`config.mk`:
```
export PLATFORM = sky130hd
export DESIGN_NAME = lfu_ctrl
export DESIGN_NICKNAME = d
export VERILOG_FILES = /design/src/rtl/core/lfu_pkg.sv /design/src/rtl/core/lfu_ctrl.sv
export SDC_FILE = /design/constraint.sdc
export NUM_CORES = 1
export LEC_CHECK = 0
export ABC_AREA = 1
export BUFFER_PORTS_ARGS = -buffer_cell sky130_fd_sc_hd__buf_4
export CORE_AREA = 3 3 40 42
export CTS_CLUSTER_DIAMETER = 80
export DETAILED_ROUTE_END_ITERATION = 8
export DIE_AREA = 0 0 43 45
export SKIP_LAST_GASP = 1
export SYNTH_ARGS = -nofsm -noshare
export SYNTH_HDL_FRONTEND = slang
export SYNTH_SLANG_ARGS = --single-unit
```
`constraint.sdc`:
```
create_clock -name clk -period 1.8 [get_ports clk]
set_input_delay 0.36 -clock clk [delete_from_list [all_inputs] [get_ports clk]]
set_output_delay 0.36 -clock clk [all_outputs]
set_load 0.005 [all_outputs]
```
`src/rtl/core/lfu_pkg.sv`:
```
// Shared types and constants for the LFU cache replacement block.
// Request/response payloads, controller-datapath command and status structs.
// No dependencies.
package lfu_pkg;

    localparam int KEY_W          = 64;
    localparam int STAMP_W        = 48;
    localparam int CAP_W          = 7;
    localparam int ENTRIES_DEF    = 64;
    localparam int COUNT_BITS_DEF = 16;

    localparam logic [CAP_W-1:0] CAP_RESET = 7'd64;

    // Request action codes
    localparam logic ACT_ACCESS = 1'b0;
    localparam logic ACT_REMOVE = 1'b1;

    typedef struct packed {
        logic             action;
        logic [KEY_W-1:0] key;
    } req_t;

    typedef struct packed {
        logic             hit;
        logic             evicted_valid;
        logic [KEY_W-1:0] evicted_key;
    } rsp_t;

    // Controller to datapath
    typedef struct packed {
        logic clear;   // write one invalid entry, advance address
        logic load;    // capture request, restart scan
        logic scan;    // read one entry, advance address
        logic commit;  // write back the decision, load the response
    } cmd_t;

    // Datapath to controller
    typedef struct packed {
        logic addr_last;
        logic rsp_free;
    } stat_t;

endpackage

```
`src/rtl/core/lfu_ctrl.sv`:
```
// Sequencing FSM for the LFU cache: clearing pass, request intake,
// entry scan and commit. Depends on lfu_pkg.
module lfu_ctrl (
    input  logic           clk,
    input  logic           rst_n,
    input  logic           req_valid,
    output logic           req_ready,
    input  lfu_pkg::stat_t stat,
    output lfu_pkg::cmd_t  cmd
);
    import lfu_pkg::*;

    typedef enum logic [4:0] {
        ST_CLEAR  = 5'b00001,
        ST_IDLE   = 5'b00010,
        ST_SCAN   = 5'b00100,
        ST_DRAIN  = 5'b01000,
        ST_COMMIT = 5'b10000
    } state_t;

    state_t state_reg;
    state_t state_next;

    // Advance state
    always_ff @(posedge clk or negedge rst_n)
    begin
        if (!rst_n)
        begin
            state_reg <= ST_CLEAR;
        end
        else
        begin
            state_reg <= state_next;
        end
    end

    // Decode next state and commands
    always_comb
    begin
        state_next = state_reg;
        cmd        = '0;
        req_ready  = 1'b0;
        unique case (state_reg)
            ST_CLEAR:
            begin
                cmd.clear = 1'b1;
                if (stat.addr_last)
                begin
                    state_next = ST_IDLE;
                end
            end
            ST_IDLE:
            begin
                req_ready = 1'b1;
                if (req_valid)
                begin
                    cmd.load   = 1'b1;
                    state_next = ST_SCAN;
                end
            end
            ST_SCAN:
            begin
                cmd.scan = 1'b1;
                if (stat.addr_last)
                begin
                    state_next = ST_DRAIN;
                end
            end
            ST_DRAIN:
            begin
                state_next = ST_COMMIT;
            end
            ST_COMMIT:
            begin
                // hold until the response register has room
                if (stat.rsp_free)
                begin
                    cmd.commit = 1'b1;
                    state_next = ST_IDLE;
                end
            end
            default:
            begin
                state_next = ST_CLEAR;
            end
        endcase
    end

endmodule

```
==> impl_metrics.tcl, run 1 <==
set metrics [dict create \
    rsz0062_at_grt "no" \
    vias 317 \
    clk_pin_slew_ns 0.04 \
    synth_area_leader_cell "dfrtp_1" \
    crit_path_end_kind "output pin" \
    grt_pass1_wl_um 1190 \
    tightest_slew_ns 0.218 \
    clock-root-buffer "clkbuf_4" \
    ys_seq_area_share_pct 42.1 \
    largest_reg_flops 5 \
    place_congestion 0.824 \
    vias_per_cell 4.46 \
    min_to "state_reg[0]" \
    drt_iter0_drc 9 \
    area_delta_synth_final_pct 40.8 \
    hold_viol_final 0 \
    fin_setup_tns_ns 0 \
    die_h_um 45 \
    numPortBuffers 9 \
    synth_area_leaders "dfrtp_1 33%, inv_1 14%, dfstp_2 8.8%, nand2_1 8.8%, nor2_1 7.5%" \
    pin_count 10 \
    synth_fp_nets 47 \
    ys_ff_latch 5 \
    fmax_mhz 621 \
    htree_levels 1 \
    skew_ns 0.00473 \
    setup_viol 0 \
    utilization_pct 32.9 \
    num_rows 13 \
    vdd_drop_max_mv 0.372 \
    drv_cap 0 \
    nFillCells 137 \
    r2r_setup_slack_ns 0.60 \
    wl_per_cell_um 9.76 \
    grt_pass1_vias 300 \
    grt_max_degree 6 \
    fin_crit_ns 1.61 \
    start_util_pct 23.4 \
    dpl.hpwl_um 524 \
    cts_buffer_depth 2 \
    hold_depth 2 \
    core_area_mm2 0.00128 \
    status "completed" \
    fin_crit_sh_pct 89.5 \
    slew_headroom_pct 85.5 \
    ys_types 10 \
    timing.rr.end "state_reg[1]" \
    cp_data_required_time_ns 1.44 \
    clkSinkCount 5 \
    die_area_mm2 0.00194 \
    clock_latency_ns 0.25 \
    place_ws_ns 0.472 \
    antenna_found_initial 0 \
    cts_tree "yes" \
    drive_gt1_share_pct 30.4 \
    startpoint_type "flip-flop" \
    leakage_uw 0.000259 \
    cp_data_arrival_time_ns 1.25 \
    powerDensity_mw_per_mm2 1300 \
    grt_overflow_total 0 \
    num_antenna_cells 0 \
    fp.dieW_um 43 \
    wl_um 693 \
    seqCellArea_um2 126 \
    p_total_uw 551 \
    dr.pass1.iters 4 \
    drc 0 \
    worstSetupPathType "flip-flop to output pin" \
    antenna_left 0 \
    cts_made_buffers 3 \
    path_max_fanout 5 \
    multi_input_area_um2 133 \
    synth_top_cell_area_share_pct 33.3 \
    grt_usage_pct 8.70 \
    postSynthCellCount 42 \
    reg2reg_depth 7 \
    hold_path_class "primary input to flip-flop" \
    worstHoldStart "stat[1]" \
    synth.avg_cell_area_um2 7.15 \
    syn_area_um2 300 \
    synth_warnings 0 \
    slew_viol_final 0 \
    setup_ws_ns 0.189 \
    r2r_start "state_reg[0]" \
    nets 62 \
    cts-resized-gates 0 \
]
## routing by layer
metal  global-route usage [%]  wire (um)
met1                     9.05        289
met2                     13.5        319
met3                     3.98         59
met4                     7.23         25
met5                        0          0
## worst max path at each step
stage	start	endpoint	slack, ns
after floorplan	state_reg[2]	cmd[2]	0.62
after global placement	state_reg[0]	cmd[3]	0.48
after detailed placement	state_reg[2]	cmd[2]	0.47
after CTS	state_reg[2]	cmd[2]	0.18
after global routing	state_reg[2]	cmd[2]	0.05
final	state_reg[2]	cmd[2]	0.19
## placed cells by master, fill, tap and decap left out, drive strengths merged
master        n
clkbuf        4
nand3         6
nand4         3
nor2          8
buf           9
dfrtp         4
nand2         7
dlygate4sd3   1
o22ai         2
inv          11
dfstp         1
## synthesized netlist by cell type
cell type and instances:
inv_1 11, nand2_1 7, nor2_1 6, dfrtp_1 4, nand3_1 4, nand4_1 3, nand3_2 2, nor2_2 2
o22ai_1 2, dfstp_2 1
## stage by stage
stage	area, um^2	std cells	hold slack (ns)
6_report	423	71	0.303
5_1_grt	423	71	0.302
4_1_cts	423	71	0.300
3_5_place_dp	387	66	0.166
3_3_place_gp	387	66	0.166
2_1_floorplan	300	42	0.0644
## cells by family after synthesis
logic type,after synthesis,synth area share [%]
flip-flops,5,42.1
AO/OA/AOI/OAI,2,4.17
AND/OR/NAND/NOR,24,40.0
buffers and inverters,11,13.8
## final cells by class
class,count,share of cell area (%)
Multi-Input combinational cell,26,31.4
Sequential cell,5,29.9
Timing Repair Buffer,10,18.3
Inverter,11,9.76
Clock buffer,4,6.21
Tap cell,15,4.44
## critical path, stage by stage (launching register included)
cell,delay (ns)
dfrtp_1,0.38
nor2_2,0.22
nand3_1,0.18
nor2_1,0.12
buf_4,0.11
## report_power, final
| group | switching, uW | internal, uW |
|---|---|---|
| Sequential | 24.5 | 151 |
| Combinational | 137 | 106 |
| Clock | 47.7 | 83.9 |
## what timing repair did
action / 4_1_cts / 5_1_grt
hold buffers: 1 / 0
setup buffers: 0 / 0
endpoints found under the hold margin: 4 / 0
(Power assumes the default switching activity.)
==> run 2, diff against run 1 <==
--- a/config.mk
+++ b/config.mk
@@ -11,6 +11,7 @@
 export CTS_CLUSTER_DIAMETER = 80
 export DETAILED_ROUTE_END_ITERATION = 8
 export DIE_AREA = 0 0 43 45
+export RECOVER_POWER = 100
 export SKIP_LAST_GASP = 1
 export SYNTH_ARGS = -nofsm -noshare
 export SYNTH_HDL_FRONTEND = slang
==> impl_metrics.tcl, run 2 (synthesis results as in run 1) <==
set metrics [dict create \
    fmax_mhz 609 \
    num_antenna_cells 0 \
    cts_buffer_depth 2 \
    grt_max_degree 6 \
    core_area_mm2 0.00128 \
    multi_input_area_um2 123 \
    grt_usage_pct 8.70 \
    start_util_pct 23.4 \
    clock_latency_ns 0.25 \
    r2r_setup_slack_ns 0.55 \
    numPortBuffers 9 \
    place_ws_ns 0.472 \
    utilization_pct 31.8 \
    cts_tree "yes" \
    area_delta_synth_final_pct 36.2 \
    layout_commonest_cell "inv_1" \
    slew_headroom_pct 81.1 \
    cts-resized-gates 0 \
    htree_levels 1 \
    nets 62 \
    postCtsSetupBuffers 0 \
    leakage_uw 0.000250 \
    drv_cap 0 \
    tightest_slew_ns 0.283 \
    fin_crit_ns 1.64 \
    r2r_start "state_reg[0]" \
    fin_crit_sh_pct 91.2 \
    skew_ns 0.00484 \
    path_max_fanout 4 \
    wl_per_cell_um 9.75 \
    switchingPower_uw 204 \
    cellInternalPower_uw 331 \
    p_clk_share_pct 24.6 \
    hold_viol_final 0 \
    vias_per_cell 4.46 \
    grt_pass1_vias 300 \
    p_seq_share_pct 32.5 \
    fp.dieW_um 43 \
    combPwrFrac_pct 42.9 \
    worstHoldStart "stat[1]" \
    crit_path_end_kind "output pin" \
    slowest_stage "dfstp_1" \
    clock-root-buffer "clkbuf_4" \
    die_h_um 45 \
    antenna_left 0 \
    pin_count 10 \
    fin_cells 71 \
    place_inst 66 \
    drive_gt1_share_pct 23.2 \
    rsz0062_at_grt "no" \
    die_area_mm2 0.00194 \
    drt_iter0_drc 6 \
    crit_chain "inv_1 -> nor2_1 -> nand3_1 -> inv_1 -> clkbuf_4" \
    status "completed" \
    cp_data_required_time_ns 1.44 \
    grt_pass1_wl_um 1190 \
    place_congestion 0.824 \
    clkSinkCount 5 \
    powerDensity_mw_per_mm2 1310 \
    setup_ws_ns 0.158 \
    ctsHoldBuffers 1 \
    cts_made_buffers 3 \
    cpPeakStageDelay_ns 0.56 \
    final_cell_mix "11 x inv_1, 7 x nand2_1, 7 x clkbuf_4" \
    setup_viol 0 \
    startpoint_type "flip-flop" \
    swShare_pct 38.1 \
    fin_setup_tns_ns 0 \
    drc 0 \
    num_rows 13 \
    vias 317 \
    hold_ws_ns 0.311 \
    vdd_drop_max_mv 0.359 \
    worstSetupPathType "flip-flop to output pin" \
    nFillCells 140 \
    seqCellArea_um2 126 \
    grt_overflow_total 0 \
    slew_viol_final 0 \
    hold_path_class "primary input to flip-flop" \
    dr.pass1.iters 4 \
    antenna_found_initial 0 \
    dpl.hpwl_um 524 \
    clk_pin_slew_ns 0.04 \
    cp_data_arrival_time_ns 1.28 \
    largest_reg_flops 5 \
    wl_um 692 \
    cpMostUsedCell "inv_1" \
    startpoint "state_reg[0]" \
]
[run 2: cell count changes in the layout (fill, tap and decap cells not counted)]
cell | previous run | this run
buf_4 | 9 | 4
nand3_2 | 2 | 0
clkbuf_4 | 3 | 7
dfstp_1 | 0 | 1
nand3_1 | 4 | 6
dfstp_2 | 1 | 0
clkbuf_1 | 1 | 2
[run 2: path summary, 6_finish.rpt]
path | end | depth (start not counted)
min in group asynchronous | state_reg[2] | 2
max | cmd[3] | 5
max in group asynchronous | state_reg[0] | 2
min | state_reg[0] | 2
min reg2reg | state_reg[4] | 2
max reg2reg | state_reg[1] | 7
[run 2: per-stage QoR]
| stage | total power, uW | area, um^2 |
|---|---|---|
| floorplan | 335 | 300 |
| global placement | 415 | 387 |
| detailed placement | 415 | 387 |
| CTS | 553 | 423 |
| global route | 576 | 409 |
| finish | 535 | 409 |
[run 2: critical path, delay by kind of cell, from the launching register on]
family / cells / cell delay, ns
simple gates: 2 / 0.23
flops: 1 / 0.56
buf+inv: 3 / 0.25
[run 2: per-layer routing]
layer	vias up	routed length [um]	global-route usage, %
li1	158	-	-
met1	139	283	9.05
met2	15	316	13.5
met3	5	66	3.98
met4	0	25	7.23
met5	-	0	0
[run 2: final cells by class]
cell class,instances,share of cell area (%)
flip-flops and latches,5,30.9
multi-input cells,26,30.0
inverters,11,10.1
clock buffers,4,6.42
well taps,15,4.59
repair buffers,10,18.0
[run 2: power groups by stage]
stage | combinational (uW) | sequential (uW) | clock, uW
floorplan | 162 | 173 | 0
global placement | 240 | 176 | 0
detailed placement | 238 | 178 | 0
CTS | 244 | 176 | 133
global route | 260 | 176 | 140
finish | 229 | 174 | 132
